$ cat config.mk
export PLATFORM = sky130hd
export DESIGN_NAME = fedsu_div
export DESIGN_NICKNAME = d
export VERILOG_FILES = /design/src/hw/rtl/fluvial_erosion_deposition_step_unit_macros.svh /design/src/hw/rtl/fedsu_pkg.sv /design/src/hw/rtl/fedsu_div.sv
export SDC_FILE = /design/constraint.sdc
export NUM_CORES = 1
export LEC_CHECK = 0
export ABC_AREA = 1
export BUFFER_PORTS_ARGS = -buffer_cell sky130_fd_sc_hd__buf_2
export CORE_MARGIN = 5
export CORE_UTILIZATION = 55
export DETAILED_ROUTE_END_ITERATION = 8
export PLACE_DENSITY = 0.9
export SYNTH_ARGS = -nofsm -noshare
export SYNTH_HDL_FRONTEND = slang
export SYNTH_SLANG_ARGS = --single-unit
$ cat constraint.sdc
create_clock -name clk -period 4.5 [get_ports clk]
set_clock_uncertainty 0.2 [all_clocks]
set_input_delay 0.675 -clock clk [delete_from_list [all_inputs] [get_ports clk]]
set_output_delay 0.675 -clock clk [all_outputs]
set_load 0.03 [all_outputs]
$ cat src/hw/rtl/fluvial_erosion_deposition_step_unit_macros.svh
// Assertion macros shared by the erosion and deposition step unit.
`ifndef FLUVIAL_EROSION_DEPOSITION_STEP_UNIT_MACROS_SVH
`define FLUVIAL_EROSION_DEPOSITION_STEP_UNIT_MACROS_SVH

`ifndef SYNTHESIS
// Checks a property at every rising clock edge outside reset.
`define FEDSU_ASSERT(lbl, prop, msg) \
    lbl: assert property (@(posedge clk) disable iff (!rst_n) prop) else $error(msg);
// Checks that a condition never holds outside reset.
`define FEDSU_NEVER(lbl, expr, msg) \
    lbl: assert property (@(posedge clk) disable iff (!rst_n) !(expr)) else $error(msg);
`else
`define FEDSU_ASSERT(lbl, prop, msg)
`define FEDSU_NEVER(lbl, expr, msg)
`endif

`endif

$ cat src/hw/rtl/fedsu_pkg.sv
// Types, constants and helper functions of the erosion and deposition step unit.
`timescale 1ns / 1ps

package fedsu_pkg;

    // Node store geometry.
    localparam int NODE_COUNT = 65536;
    localparam int NODE_AW    = $clog2(NODE_COUNT);

    // Field and datapath widths.
    localparam int FLUX_W   = 48;
    localparam int RAM_W    = FLUX_W + 1;
    localparam int LEN_W    = 36;
    localparam int MUL_A_W  = 80;
    localparam int MUL_B_W  = 32;
    localparam int MUL_P_W  = MUL_A_W + MUL_B_W;
    localparam int MUL_CW   = $clog2(MUL_B_W);
    localparam int DIV_W    = 96;
    localparam int DIV_D_W  = 40;
    localparam int DIV_N_W  = $clog2(DIV_W + 1);
    localparam int PADDR_W  = 4;

    // Configuration register indexes.
    localparam logic [1:0] REG_ERODIBILITY     = 2'd0;
    localparam logic [1:0] REG_SEA_LEVEL       = 2'd1;
    localparam logic [1:0] REG_SEDIMENT_LENGTH = 2'd2;

    // Sequencer states.
    typedef enum logic [3:0] {
        S_CLEAR,
        S_IDLE,
        S_RD,
        S_M1,
        S_M2,
        S_DQ,
        S_LEN,
        S_MD,
        S_E1,
        S_E2,
        S_EX,
        S_DCH,
        S_RR,
        S_RW,
        S_OUT
    } state_t;

    // Request to the serial multiplier.
    typedef struct packed {
        logic               go;
        logic [MUL_A_W-1:0] a;
        logic [MUL_B_W-1:0] b;
    } mul_req_t;

    // Request to the serial divider; the dividend is left aligned to its steps.
    typedef struct packed {
        logic               go;
        logic [DIV_N_W-1:0] steps;
        logic [DIV_W-1:0]   dividend;
        logic [DIV_D_W-1:0] divisor;
    } div_req_t;

    // Saturates a quotient to the flux width.
    function automatic logic [FLUX_W-1:0] sat_flux(input logic [DIV_W-1:0] v);
        logic [FLUX_W-1:0] r;
        if (|v[DIV_W-1:FLUX_W]) r = '1;
        else r = v[FLUX_W-1:0];
        return r;
    endfunction

endpackage

$ cat src/hw/rtl/fedsu_div.sv
// Bit-serial restoring divider, one quotient bit per cycle.
`timescale 1ns / 1ps

module fedsu_div (
    input  logic                      clk,
    input  logic                      rst_n,
    input  fedsu_pkg::div_req_t       req,
    output logic                      done,
    output logic [fedsu_pkg::DIV_W-1:0] quot
);

    import fedsu_pkg::*;

    logic [DIV_W-1:0]   q_reg, q_next;
    logic [DIV_D_W:0]   r_reg, r_next;
    logic [DIV_D_W-1:0] d_reg, d_next;
    logic [DIV_N_W-1:0] cnt_reg, cnt_next;
    logic               run_reg, run_next;
    logic               done_reg, done_next;
    logic [DIV_D_W:0]   r_sh;
    logic               fits;

    // Control registers.
    always_ff @(posedge clk or negedge rst_n)
    begin
        if (!rst_n)
        begin
            run_reg  <= 1'b0;
            done_reg <= 1'b0;
            cnt_reg  <= '0;
        end
        else
        begin
            run_reg  <= run_next;
            done_reg <= done_next;
            cnt_reg  <= cnt_next;
        end
    end

    // Datapath registers.
    always_ff @(posedge clk)
    begin
        q_reg <= q_next;
        r_reg <= r_next;
        d_reg <= d_next;
    end

    // Shift one dividend bit into the remainder and subtract when it fits.
    always_comb
    begin
        r_sh      = {r_reg[DIV_D_W-1:0], q_reg[DIV_W-1]};
        fits      = (r_sh >= {1'b0, d_reg});
        q_next    = q_reg;
        r_next    = r_reg;
        d_next    = d_reg;
        cnt_next  = cnt_reg;
        run_next  = run_reg;
        done_next = 1'b0;
        if (req.go)
        begin
            q_next   = req.dividend;
            r_next   = '0;
            d_next   = req.divisor;
            cnt_next = req.steps - 1'b1;
            run_next = 1'b1;
        end
        else if (run_reg)
        begin
            r_next   = fits ? (r_sh - {1'b0, d_reg}) : r_sh;
            q_next   = {q_reg[DIV_W-2:0], fits};
            cnt_next = cnt_reg - 1'b1;
            if (cnt_reg == '0)
            begin
                run_next  = 1'b0;
                done_next = 1'b1;
            end
        end
    end

    assign done = done_reg;
    assign quot = q_reg;

endmodule

# Word-level counts from Yosys, hierarchy flattened
# Cells that the tools add are included.
[op_classes]
n_mux = 11
addsub = 3
n_reduce_logical = 2
magnitude_cmp = 1
[ops]
columns = ["operator", "count"]
rows = [
  ["two-way mux 96 bit", 2],
  [">= comparator 41 x 40 -> 1 bit", 1],
  ["two-way mux 40 bit", 1],
  ["subtractor 40 bit", 1],
  ["two-way mux 7 bit", 2],
  ["subtractor 7 x 1 -> 7 bit (second input constant)", 2],
  ["zero test 7 bit", 1],
  ["two-way mux 1 bit", 6],
  ["nonzero test 2 bit", 1],
]
[word_totals]
output_inout_bits = 97
input_bits = 146
reg_bits = 185

# Logic depth before layout (Yosys ltp)
# Gate-level depths: netlist of the first run.
[depth]
word_depth = 4
mapped_depth = 17

# Worst setup path after synthesis of the first run
# Ideal clock, no wire load.
[synth_path]
path_kind = "input-to-reg"
start = "in req[143] in the netlist's numbering"
end = "reg cnt_reg[0]"
required_time_ps = 3987
n_path_buf = 3
cell_stages = 6
arrival_ps = 4207
path_slack_ps = -221
setup_ps = 313
path_cell_list = "clkbuf_2 -> buf_2 -> nor2_1 -> inv_1 -> buf_1 -> a22oi_1"
[synth_between]
elab_chain_len = 1
word_cells_on_any_way = 2
[synth_lines]
columns = ["element", "line_no", "text"]
rows = [
  ["start, declared", "fedsu_div.sv:7", "input fedsu_pkg::div_req_t req,"],
  ["two-way mux 7 bit or nonzero test 2 bit (tied branches)", "n/a", ""],
  ["end signal, assigned", "fedsu_div.sv:36", "cnt_reg <= cnt_next;"],
  ["end, declared", "fedsu_div.sv:17", "logic [DIV_N_W-1:0] cnt_reg, cnt_next;"],
]
# Several ways; a longest one is shown, not always the timed one.
# A chain may end at the register's enable or synchronous reset.

# Worst setup path in the final report of the first run
[layout_path]
start = "reg d_reg[6]"
end = "reg r_reg[34]"
[layout_between]
elab_chain_len = 2
word_cells_on_any_way = 3
[layout_lines]
columns = ["element", "line_no", "text"]
rows = [
  ["start, declared", "fedsu_div.sv:16", "logic [DIV_D_W-1:0] d_reg, d_next;"],
  ["start signal, assigned", "fedsu_div.sv:45", "d_reg <= d_next;"],
  ["subtractor 40 bit or >= comparator 41 x 40 -> 1 bit (tied branches)", "fedsu_div.sv:69, fedsu_div.sv:52", ""],
  ["two-way mux 40 bit *", "fedsu_div.sv:69", "r_next = fits ? (r_sh - {1'b0, d_reg}) : r_sh;"],
  ["end signal, assigned", "fedsu_div.sv:44", "r_reg <= r_next;"],
  ["end, declared", "fedsu_div.sv:15", "logic [DIV_D_W:0] r_reg, r_next;"],
]
# Every way passes the cells marked *; elsewhere a longest branch is shown, timed or not.

==> implementation parameters, run 1 <==
Parameter                              Value

Place
  HPWL Detailed ... 23.7 mm
  Number of buffers inserted by port buffering ... between 200 and 250
  Count of placed standard cells including taps ... 1979
  Gpl congestion ... just over 1
  Standard cell area after detailed placement ... 12400 um^2

Yosys
  Number of register bits inferred by synthesis ... ~190
  Number of warnings issued by yosys ... 0
  Yosys cell types ... 40
  Prevailing post-synth register cell ... sky130_fd_sc_hd__edfxtp_1
  Largest cells by area after synthesis ... sky130_fd_sc_hd__edfxtp_1 37%, sky130_fd_sc_hd__nand2_1 24%, sky130_fd_sc_hd__inv_1 7.7%
  Post-synthesis cell count ... 1508
  Synthesized area per cell ... 7.33 um^2
  Sequential-to-total area share from yosys stat ... 46.2%
  Area share of the leading cell type in the synthesized netlist ... 36.9%
  Post-synthesis cell type with the largest combined area ... sky130_fd_sc_hd__edfxtp_1
  Asr flop ratio synth ... 4.86%
  Summed instance area of the synthesized netlist ... 11100 um^2
  Number of enable flip-flop cells after synthesis ... 136
  Synth Net Count ... 1696

Route
  Pre-antenna DRT Iters ... 7
  Post-detailed-route DRC marker count ... 0
  Average wire per cell in the routed design ... approximately 16 um
  Routed Wire Length ... 31.9 mm
  Number of vias in the routed layout ... between 10000 and 15000
  Via density ... 5.19
  DRC marker count from the first detailed-route iteration ... 764
  Number of antenna-violating nets in the routed design ... 0

Timing
  Final setup vio count ... 0
  Hold violation total from the final report ... 0
  Worst hold slack across all endpoints ... 0.193 ns
  Max Clock Freq ... 304 MHz
  Slew Limit Fails ... 0
  Final sum of negative setup slack ... 0 ns
  Worst slew pin tran ... 0.891 ns
  Relative slew slack ... 40.4%
  Final period utilization ... 73.1%
  Setup repair after global routing missed its margin ... false
  Minimum clock period ... 3.29 ns

Floorplan
  Number of top-level pins ... 243
  Placeable Area ... 19700 um^2
  Initial Util ... 56.2%
  Vert. Die Dim ... 152 um
  Full die area ... 23000 um^2
  Total number of placement rows ... 51
  Die outline width ... roughly 150 um

Worst setup path
  R2R depth ... 13
  Worst Setup Path Type ... register to register
  Element type at the critical path end ... register
  Crit-path max FO ... 42
  Required time of the critical path ... 4.64 ns
  Data arrival time at the worst-slack endpoint ... 3.43 ns
  Startpoint type of the worst setup path ... register

Power and ir drop
  Total power per unit cell area ... 549 nW/um^2
  Leakage component of the power ... 7.14 nW
  Clock network fraction of total power ... a little over a fifth
  Internal power component ... 4.05 mW
  Switching share of power ... 43.6%
  NetSw ... 3.13 mW
  Part of the total power dissipated in combinational logic ... 45.4%
  Max IR drop VDD ... between 0.0002 and 0.0003 V
  Sequential share of power ... 32.6%

GRT
  First-pass GRT wire length ... 50.9 mm
  Maximum number of pins on one net before global-route repair ... 92
  Overflow left after global routing ... 0
  GRT Util Overall ... 27.9%
  Antenna violations before repair ... 4
  Via count of the first global-routing pass ... 10300

Clock tree
  Longest Clk Path Bufs ... 2
  Number of H-tree branching levels ... 4
  Total of cells resized after clock tree synthesis ... 0
  Cts-stage hold buffer count ... 1
  Number of setup buffers added after CTS ... 0
  Clock slew seen by the registers of the worst setup and hold paths ... 0.09 ns
  TritonCTS clock tree ... built
  Number of clock sinks ... 185
  Number of CTS-inserted buffers ... 17
  Clock latency of the later-clocked register in the worst-skew pair ... 0.45 ns
  Root buffer cell ... sky130_fd_sc_hd__clkbuf_16

Layout
  Largest register FFs ... between 90 and 100
  Share of the core filled with cells ... 66.5%
  Design Area, Final ... 13100 um^2
  Fraction of final layout cells with drive strength greater than 1 ... 17.2%
  Final net count ... ~1900
  Synth-to-Final Area Change ... 18.2%
  Final Non-Filler Cells ... between 2000 and 2500

Min path
  Number of instances on the worst hold path ... 1
  Class of the most critical hold timing path ... input pin to register

Outcome
  Run status ... completed

Job
  Max-cap check violation count ... 0
synthesized netlist by cell type, types with 3 or more instances:
| master | count |
|---|---|
| sky130_fd_sc_hd__and2_1 | 3 |
| sky130_fd_sc_hd__dfrtp_1 | 9 |
| sky130_fd_sc_hd__o21ai_0 | 12 |
| sky130_fd_sc_hd__or2_2 | 3 |
| sky130_fd_sc_hd__nor2_2 | 5 |
| sky130_fd_sc_hd__ha_1 | 41 |
| sky130_fd_sc_hd__nor3_1 | 6 |
| sky130_fd_sc_hd__buf_1 | 3 |
| sky130_fd_sc_hd__nand2_1 | 699 |
| sky130_fd_sc_hd__inv_1 | 228 |
| sky130_fd_sc_hd__xor2_1 | 3 |
| sky130_fd_sc_hd__edfxtp_1 | 136 |
| sky130_fd_sc_hd__mux2i_1 | 3 |
| sky130_fd_sc_hd__o21bai_1 | 4 |
| sky130_fd_sc_hd__buf_2 | 10 |
| sky130_fd_sc_hd__o21ai_1 | 18 |
| sky130_fd_sc_hd__a21oi_1 | 23 |
| sky130_fd_sc_hd__nand3_1 | 95 |
| sky130_fd_sc_hd__dfxtp_1 | 40 |
| sky130_fd_sc_hd__buf_6 | 6 |
| sky130_fd_sc_hd__nor2_1 | 72 |
| sky130_fd_sc_hd__xnor2_1 | 22 |
| sky130_fd_sc_hd__clkbuf_1 | 22 |
| sky130_fd_sc_hd__nand4_1 | 3 |
| sky130_fd_sc_hd__nand3b_1 | 22 |
layer usage:
metal  global-route usage [%]  up-vias  wire length [um]
met5                        0        -                14
met4                     10.6        4              1110
met3                     7.50       87              2680
met2                     47.5      457             15700
met1                     34.1     4783             12400
li1                         -     5138                 -
logic make-up (layout without fill, tap and decap cells):
group	after synthesis	in the layout	share of synthesized area, %
and+or+nand+nor	919	919	33.9
buffers and inverters	272	511	9.84
DFF	185	185	46.2
AOI/OAI and AO/OA	62	62	2.99
adders and majority gates	42	42	4.82
xor gates and xnor gates	25	25	1.98
muxes	3	3	0.272
other	0	5	0
placed cells by master, fill, tap and decap left out, types with 7 or more instances in the layout:
cell | synthesis | layout
sky130_fd_sc_hd__clkbuf_16 | 0 | 17
sky130_fd_sc_hd__nand3b_1 | 22 | 22
sky130_fd_sc_hd__o21ai_1 | 18 | 18
sky130_fd_sc_hd__o21ai_0 | 12 | 12
sky130_fd_sc_hd__dfrtp_1 | 9 | 9
sky130_fd_sc_hd__nand2_1 | 699 | 699
sky130_fd_sc_hd__a21oi_1 | 23 | 23
sky130_fd_sc_hd__nor2_2 | 5 | 7
sky130_fd_sc_hd__buf_2 | 10 | 241
sky130_fd_sc_hd__nand3_1 | 95 | 95
sky130_fd_sc_hd__inv_1 | 228 | 226
sky130_fd_sc_hd__dfxtp_1 | 40 | 40
sky130_fd_sc_hd__ha_1 | 41 | 41
sky130_fd_sc_hd__edfxtp_1 | 136 | 136
sky130_fd_sc_hd__nor2_1 | 72 | 70
sky130_fd_sc_hd__buf_4 | 2 | 9
sky130_fd_sc_hd__xnor2_1 | 22 | 22
power groups by stage:
| stage | Clock [mW] | Combinational, mW | Sequential, mW |
|---|---|---|---|
| after global routing | 1.66 | 3.67 | 2.37 |
| after CTS | 1.59 | 3.22 | 2.33 |
| after floorplan | 0 | 2.33 | 2.50 |
| after global placement | 0 | 3.09 | 2.35 |
| after detailed placement | 0 | 3.18 | 2.36 |
| final | 1.58 | 3.26 | 2.34 |
worst paths after layout:
kind,slack (ns),endpoint,start
max,1.21,r_reg[34],d_reg[6]
max reg2reg,1.21,r_reg[34],d_reg[6]
min in group asynchronous,0.42,cnt_reg[5],rst_n
min,0.19,d_reg[2],req[2]
max in group asynchronous,3.49,done,rst_n
min reg2reg,0.28,r_reg[37],r_reg[37]
worst max-delay path: stages (launching register included):
cell and delay [ns]:
sky130_fd_sc_hd__edfxtp_1 0.32, sky130_fd_sc_hd__inv_1 0.04, sky130_fd_sc_hd__ha_1 0.35, sky130_fd_sc_hd__nand2_1 0.12, sky130_fd_sc_hd__nor2_1 0.21, sky130_fd_sc_hd__nand3_1 0.15
sky130_fd_sc_hd__nand3_2 0.14, sky130_fd_sc_hd__nand2_1 0.09, sky130_fd_sc_hd__nand3_2 0.08, sky130_fd_sc_hd__nand2_2 0.50, sky130_fd_sc_hd__nand2_4 0.63, sky130_fd_sc_hd__nand3_1 0.16
sky130_fd_sc_hd__nand2_1 0.11, sky130_fd_sc_hd__nand2_1 0.05
area by class of cell:
type                       instances  area, um^2
fill                            1675        6580
clock inverter                    15         188
clock buffer                      17         425
timing repair buffer             251        1280
tap                              265         332
sequential                       185        5110
multi-input combinational       1051        4860
inverter                         228         858
antenna                            5        12.5
through the flow:
stage | total power, mW | setup WS, ns
after CTS | 7.14 | 1.28
after detailed placement | 5.54 | 1.30
final | 7.18 | 1.21
after global routing | 7.70 | 0.952
after global placement | 5.45 | 1.41
after floorplan | 4.83 | 0.132
No activity file was read; power rests on OpenSTA's default activity.
==> inputs of run 2 (changes only) <==
ABC_AREA = 0   (was 1)
CORE_UTILIZATION = 49   (was 55)
PLACE_DENSITY = 0.86   (was 0.9)
clock period = 3 ns   (was 4.5 ns; I/O delays follow)
==> implementation parameters, run 2 <==
Parameter                              Value

Floorplan
  Vert. Die Dim ... 154 um (+1.2%)
  Full die area ... 23600 um^2 (+2.5%)
  Total number of placement rows ... 52 (+2.0%)
  Initial Util ... 49.8% (-6.5 points)
  Placeable Area ... 20300 um^2 (+3.3%)
  Number of top-level pins ... 243 (unchanged)
  Die outline width ... 154 um (+1.2%)

GRT
  Fraction of met3 tracks used by global routing ... 7.67% (+0.18 points)
  Fraction of met1 tracks used by global routing ... 26.4% (-7.7 points)
  GRT Util Overall ... 22.6% (-5.3 points)
  Most Crowded Layer GR ... met2
  Via count of the first global-routing pass ... 8524 (-17%)
  First-pass GRT wire length ... 43.1 mm (-15%)
  Maximum number of pins on one net before global-route repair ... 91 (-1.1%)
  Global routing met2 resource utilization ... 39.3% (-8.2 points)
  Antenna violations before repair ... 1 (-3)
  Overflow left after global routing ... 0 (unchanged)

Clock tree
  Longest Clk Path Bufs ... 2 (unchanged)
  Number of H-tree branching levels ... 4 (unchanged)
  Number of CTS-inserted buffers ... 17 (unchanged)
  Root buffer cell ... sky130_fd_sc_hd__clkbuf_16
  TritonCTS clock tree ... built
  Clock latency of the later-clocked register in the worst-skew pair ... 0.44 ns (about the same)
  Number of clock sinks ... 185 (unchanged)
  Clock slew seen by the registers of the worst setup and hold paths ... 0.09 ns (about the same)

Route
  DRC marker count from the first detailed-route iteration ... 618 (-19%)
  Pre-antenna DRT Iters ... 5 (-2)
  Post-detailed-route DRC marker count ... 0 (unchanged)
  Via density ... 5.61 (+8.1%)
  Number of antenna-violating nets in the routed design ... 0 (unchanged)
  Routed Wire Length ... 29.0 mm (-9.1%)
  Average wire per cell in the routed design ... 19.5 um (+23%)
  Number of vias in the routed layout ... 8351 (-20%)

Layout
  Most frequent cells in the layout ... 241 x sky130_fd_sc_hd__buf_2, 136 x sky130_fd_sc_hd__edfxtp_1, 96 x sky130_fd_sc_hd__mux2_2, 68 x sky130_fd_sc_hd__nand2_1, 58 x sky130_fd_sc_hd__nor2_1
  Fraction of final layout cells with drive strength greater than 1 ... 41.3% (+24 points)
  Most common cell after layout, fill and taps aside ... sky130_fd_sc_hd__buf_2
  Multi-input gate area ... 5020 um^2 (+3.4%)
  Largest register FFs ... 96 (unchanged)
  Synth-to-Final Area Change ... 33.0%
  FF/Latch Area ... 5110 um^2 (about the same)
  Final net count ... 1392 (-28%)
  Fill cell count ... 1480 (-12%)

Min path
  Class of the most critical hold timing path ... input pin to register

Worst setup path
  Worst Setup Path Type ... register to register
  Crit-path max FO ... 7 (-83%)
  Element type at the critical path end ... register
  Startpoint type of the worst setup path ... register
  Required time of the critical path ... 3.09 ns (-1.55 ns)
  Data arrival time at the worst-slack endpoint ... 3.08 ns (-0.35 ns)

Power and ir drop
  Leakage component of the power ... 5.59 nW (-22%)
  Max IR drop VDD ... 0.000507 V (+87%)
  Total power per unit cell area ... 542 nW/um^2 (-1.3%)

Yosys
  Prevailing post-synth register cell ... sky130_fd_sc_hd__edfxtp_1
  Largest cells by area after synthesis ... sky130_fd_sc_hd__edfxtp_1 40%, sky130_fd_sc_hd__mux2_2 11%, sky130_fd_sc_hd__dfxtp_1 7.9%
  Synthesized area per cell ... 11.3 um^2 (+54%)
  Synth Net Count ... 1082 (-36%)
  Post-synthesis cell count ... 894 (-41%)
  Yosys cell types ... 68 (+70%)
  Leading cell type by number of instances after synthesis ... sky130_fd_sc_hd__edfxtp_1
  Post-synthesis cell type with the largest combined area ... sky130_fd_sc_hd__edfxtp_1
  Sequential-to-total area share from yosys stat ... 50.6% (+4.3 points)
  Number of enable flip-flop cells after synthesis ... 136 (unchanged)
  Area share of the leading cell type in the synthesized netlist ... 40.4% (+3.5 points)
  Asr flop ratio synth ... 4.86% (unchanged)
  Summed instance area of the synthesized netlist ... 10100 um^2 (-8.6%)
  Number of warnings issued by yosys ... 0 (unchanged)
  Leading cell types by count after synthesis ... 136 x sky130_fd_sc_hd__edfxtp_1, 97 x sky130_fd_sc_hd__mux2_2, 72 x sky130_fd_sc_hd__nand2_1
  Number of register bits inferred by synthesis ... 185 (unchanged)

Place
  Gpl congestion ... 0.910 (-12%)
  HPWL Detailed ... 19.9 mm (-16%)
  Worst slack, placed ... -0.222 ns (-1.53 ns)
  Number of buffers inserted by port buffering ... 242 (unchanged)

Timing
  Post-layout worst setup margin ... 0.0102 ns (-1.20 ns)
  Worst hold slack across all endpoints ... 0.103 ns (-0.0900 ns)
  Minimum clock period ... 2.99 ns (-0.300 ns)
  Max Clock Freq ... 334 MHz (+10%)
  Final sum of negative setup slack ... 0 ns (unchanged)
  Hold violation total from the final report ... 0 (unchanged)
  Final setup vio count ... 0 (unchanged)
  Final period utilization ... 99.7% (+27 points)
  Setup repair after global routing missed its margin ... true
  Worst slew pin tran ... 0.480 ns (-0.410 ns)
  Slew Limit Fails ... 0 (unchanged)
  Relative slew slack ... 67.9% (+27 points)

Job
  Max-cap check violation count ... 0 (unchanged)

Outcome
  Run status ... completed
==> run 2: final timing paths <==
| kind | start | to | slack, ns | cells past startpoint |
|---|---|---|---|---|
| min in group asynchronous | rst_n | cnt_reg[6] | 0.22 | 2 |
| max in group asynchronous | rst_n | run_reg | 2.18 | 2 |
| worst max register to register | d_reg[1] | r_reg[12] | 0.01 | 12 |
| worst min register to register | r_reg[33] | r_reg[33] | 0.28 | 2 |
| worst min-delay path | req[52] | quot[12] | 0.10 | 2 |
| worst max-delay path | d_reg[1] | r_reg[12] | 0.01 | 12 |
==> run 2: cell type report <==
class	count	area share, %
antenna	1	0.0186
clock buffer	17	3.17
clock inverter	15	1.44
inverter	48	1.37
multi-input combinational	617	37.4
sequential	185	38.0
tap	270	2.51
timing repair buffer	335	16.1
==> run 2: layer usage <==
metal | share of wire [%] | routed length (um)
met1 | 37 | 10800
met2 | 51 | 14700
met3 | 9.1 | 2640
met4 | 2.8 | 810
met5 | 0 | 0
==> run 2: cells by family after synthesis <==
group,synth area share (%)
AND/OR/NAND/NOR,9.89
multiplexers,13.5
adder cells (fa/ha/maj),5.27
XOR/XNOR,3.99
AO/OA/AOI/OAI,12.7
buffers and inverters,4.07
flip-flops,50.6
==> run 2: timing repair <==
| item | in CTS | in global routing |
|---|---|---|
| gates cloned | 0 | 3 |
| pin swaps | 0 | 25 |
| resized for setup | 9 | 83 |
| endpoints found under the hold margin | 48 | 1 |
| hold buffers | 40 | 1 |
| setup endpoints to repair | 14 | 40 |
| buffers inserted | 0 | 5 |
==> run 2: worst max-delay path: stages (launching register included) <==
cell	delay (ns)
sky130_fd_sc_hd__edfxtp_1	0.38
sky130_fd_sc_hd__inv_1	0.08
sky130_fd_sc_hd__ha_4	0.27
sky130_fd_sc_hd__nand2b_1	0.09
sky130_fd_sc_hd__a211oi_2	0.32
sky130_fd_sc_hd__o21ai_2	0.11
sky130_fd_sc_hd__a31o_2	0.28
sky130_fd_sc_hd__o211ai_4	0.22
sky130_fd_sc_hd__a21oi_4	0.11
sky130_fd_sc_hd__nor2_8	0.28
sky130_fd_sc_hd__clkbuf_16	0.22
sky130_fd_sc_hd__mux2i_1	0.20
sky130_fd_sc_hd__a211oi_1	0.09
==> run 2: per-stage QoR <==
| step | instance area (um^2) | utilization, % | power [mW] | std cells |
|---|---|---|---|---|
| floorplan | 10100 | - | 4.28 | 894 |
| global placement | 11800 | 58.4 | 4.78 | 1406 |
| detailed placement | 11800 | 58.4 | 4.83 | 1406 |
| CTS | 12900 | 63.6 | 7.21 | 1478 |
| global route | 13400 | 66.2 | 7.60 | 1488 |
| finish | 13400 | 66.2 | 7.29 | 1488 |
==> run 2: power breakdown <==
part / switching (mW) / total, mW / internal [mW]
sequential: 0.168 / 3.22 / 3.05
combinational: 1.02 / 1.74 / 0.720
clock: 1.18 / 2.33 / 1.15
==> inputs of run 3 (changes only) <==
CELL_PAD_IN_SITES_DETAIL_PLACEMENT = 1   (was not set)
CELL_PAD_IN_SITES_GLOBAL_PLACEMENT = 1   (was not set)
CORE_UTILIZATION = 38   (was 49)
CTS_BUF_LIST = sky130_fd_sc_hd__clkbuf_8 sky130_fd_sc_hd__clkbuf_16   (was not set)
==> implementation parameters, run 3 (synthesis results as in run 2) <==
Parameter                              Value

Layout
  Final net count ... 1410 (+1.3%)
  Most frequent cells in the layout ... 241 x sky130_fd_sc_hd__buf_2, 136 x sky130_fd_sc_hd__edfxtp_1, 96 x sky130_fd_sc_hd__mux2_2, 67 x sky130_fd_sc_hd__nand2_1, 59 x sky130_fd_sc_hd__buf_4
  Final Non-Filler Cells ... 1573 (+5.7%)
  Design Area, Final ... 13800 um^2 (+2.7%)
  Largest register FFs ... 96 (unchanged)
  Share of the core filled with cells ... 52.8% (-13 points)
  Fraction of final layout cells with drive strength greater than 1 ... 44.5% (+3.1 points)
  Most common cell after layout, fill and taps aside ... sky130_fd_sc_hd__buf_2
  Synth-to-Final Area Change ... 36.5%
  Fill cell count ... 2826 (+91%)

Clock tree
  Number of H-tree branching levels ... 4 (unchanged)
  Number of clock sinks ... 185 (unchanged)
  TritonCTS clock tree ... built
  Number of CTS-inserted buffers ... 17 (unchanged)
  Clock latency of the later-clocked register in the worst-skew pair ... 0.45 ns (about the same)
  Clock slew seen by the registers of the worst setup and hold paths ... 0.08 ns (about the same)
  Longest Clk Path Bufs ... 2 (unchanged)
  Root buffer cell ... sky130_fd_sc_hd__clkbuf_16

Route
  Routed Wire Length ... 35.9 mm (+24%)
  DRC marker count from the first detailed-route iteration ... 496 (-20%)
  Via density ... 5.62 (+0.17%)
  Post-detailed-route DRC marker count ... 0 (unchanged)
  Pre-antenna DRT Iters ... 6 (+1)
  Number of antenna-violating nets in the routed design ... 0 (unchanged)
  Average wire per cell in the routed design ... 22.8 um (+17%)
  Number of vias in the routed layout ... 8843 (+5.9%)

Timing
  Relative slew slack ... 55.2% (-13 points)
  Hold violation total from the final report ... 0 (unchanged)
  Setup repair after global routing missed its margin ... true
  Slew Limit Fails ... 0 (unchanged)
  Max Clock Freq ... 323 MHz (-3.3%)
  Worst slew pin tran ... 0.672 ns (+0.192 ns)
  Final period utilization ... 103% (+3.5 points)
  Final setup vio count ... 19 (+19)
  Minimum clock period ... 3.09 ns (+0.104 ns)
  Worst hold slack across all endpoints ... 0.0247 ns (-0.0784 ns)
  Post-layout worst setup margin ... -0.0934 ns (-0.104 ns)

GRT
  First-pass GRT wire length ... 52.2 mm (+21%)
  Via count of the first global-routing pass ... 9460 (+11%)
  Overflow left after global routing ... 0 (unchanged)
  GRT Util Overall ... 21.7% (-0.94 points)
  Maximum number of pins on one net before global-route repair ... 67 (-26%)
  Antenna violations before repair ... 4 (+3)

Power and ir drop
  Total power per unit cell area ... 548 nW/um^2 (+1.0%)
  Max IR drop VDD ... 0.000403 V (-21%)
  Tot Pwr ... 7.56 mW (+3.8%)
  Leakage component of the power ... 5.70 nW (+1.9%)

Place
  HPWL Detailed ... 23.8 mm (+20%)
  Number of buffers inserted by port buffering ... 242 (unchanged)
  Gpl congestion ... 0.865 (-5.0%)
  Count of placed standard cells including taps ... 1478 (+5.1%)
  Standard cell area after detailed placement ... 11900 um^2 (+0.81%)

Worst setup path
  R2R depth ... 13 (+1)
  Cell class contributing the biggest share of worst-path delay ... simple AND/OR/NAND/NOR gates
  Flop-to-flop setup slack ... -0.09 ns (-0.10 ns)
  Crit-path max FO ... 6 (-1)
  Slowest cell on the critical path ... sky130_fd_sc_hd__or4_4
  Critical Path Stages ... 13 (+1)
  Required time of the critical path ... 3.13 ns (+0.04 ns)
  Critical path cell sequence ... inv_1, ha_2, nand4_1, or4_4, nor4_4, nand4_1, nand3_2, a21oi_4, nor2_8, buf_12, buf_12, nand2_1, a311oi_1
  CP peak stage delay ... 0.47 ns (+0.09 ns)
  Startpoint type of the worst setup path ... register
  Data arrival time at the worst-slack endpoint ... 3.22 ns (+0.14 ns)
  Count of buffer and inverter cells on the critical path ... 3 (+1)
  Worst Setup Path Type ... register to register
  Element type at the critical path end ... register

Min path
  Number of instances on the worst hold path ... 1 (-1)
  Class of the most critical hold timing path ... input pin to register

Floorplan
  Number of top-level pins ... 243 (unchanged)
  Initial Util ... 38.7% (-11 points)
  Vert. Die Dim ... 173 um (+13%)
  Placeable Area ... 26100 um^2 (+29%)
  Total number of placement rows ... 59 (+13%)
  Full die area ... 30000 um^2 (+27%)
  Die outline width ... 173 um (+13%)

Outcome
  Run status ... complete, but fails checks
  Violations in the final reports ... negative setup slack

Job
  Max-cap check violation count ... 0 (unchanged)
## run 3: layout make-up
type	instances	area [um^2]	share of cell area [%]
clock inverters	15	213	1.54
clock buffers	17	425	3.08
inverters	48	184	1.33
flip-flops and latches	185	5110	37.1
well taps	335	419	3.04
repair buffers	352	2270	16.5
multi-input cells	618	5160	37.4
diodes	3	7.51	0.0544
## run 3: final timing paths
kind | endpoint | from
setup / recovery | r_reg[18] | d_reg[39]
hold / removal | d_reg[10] | req[10]
setup reg to reg | r_reg[18] | d_reg[39]
hold reg to reg | r_reg[21] | r_reg[21]
max in group asynchronous | run_reg | rst_n
min in group asynchronous | cnt_reg[1] | rst_n
## run 3: power by group
part / switching, mW / internal [mW] / total [mW] / leakage (nW)
Combinational: 1.12 / 0.753 / 1.87 / 3.55
Clock: 1.23 / 1.23 / 2.46 / 0.309
Sequential: 0.175 / 3.05 / 3.22 / 1.84
## run 3: repair_timing
action | in CTS | in global routing
endpoints found under the setup margin | 40 | 41
hold buffers | 39 | 1
hold endpoints to repair | 47 | 1
gates resized for setup | 29 | 98
cloned | 2 | 2
buffers inserted | 6 | 11
pin swaps | 7 | 48
## run 3: per-layer routing
layer / routed length, um / GRT usage, % / up-vias
met5: 35 / 0 / -
li1: - / - / 3971
met1: 13200 / 24.2 / 4404
met3: 3080 / 7.49 / 93
met2: 18500 / 39.2 / 369
met4: 1070 / 6.29 / 6
## run 3: through the flow
step	TNS, ns	setup slack [ns]
floorplan	0	0.0118
global placement	-0.317	-0.0350
detailed placement	-2.76	-0.146
CTS	0	0.00172
global route	-4.52	-0.224
finish	-0.527	-0.0934
## run 3: worst register-to-register path: stages (launching register included)
cell and delay [ns]:
sky130_fd_sc_hd__edfxtp_1 0.35, sky130_fd_sc_hd__inv_1 0.06, sky130_fd_sc_hd__ha_2 0.39, sky130_fd_sc_hd__nand4_1 0.15, sky130_fd_sc_hd__or4_4 0.47, sky130_fd_sc_hd__nor4_4 0.15, sky130_fd_sc_hd__nand4_1 0.15, sky130_fd_sc_hd__nand3_2 0.15
sky130_fd_sc_hd__a21oi_4 0.07, sky130_fd_sc_hd__nor2_8 0.15, sky130_fd_sc_hd__buf_12 0.16, sky130_fd_sc_hd__buf_12 0.14, sky130_fd_sc_hd__nand2_1 0.05, sky130_fd_sc_hd__a311oi_1 0.34
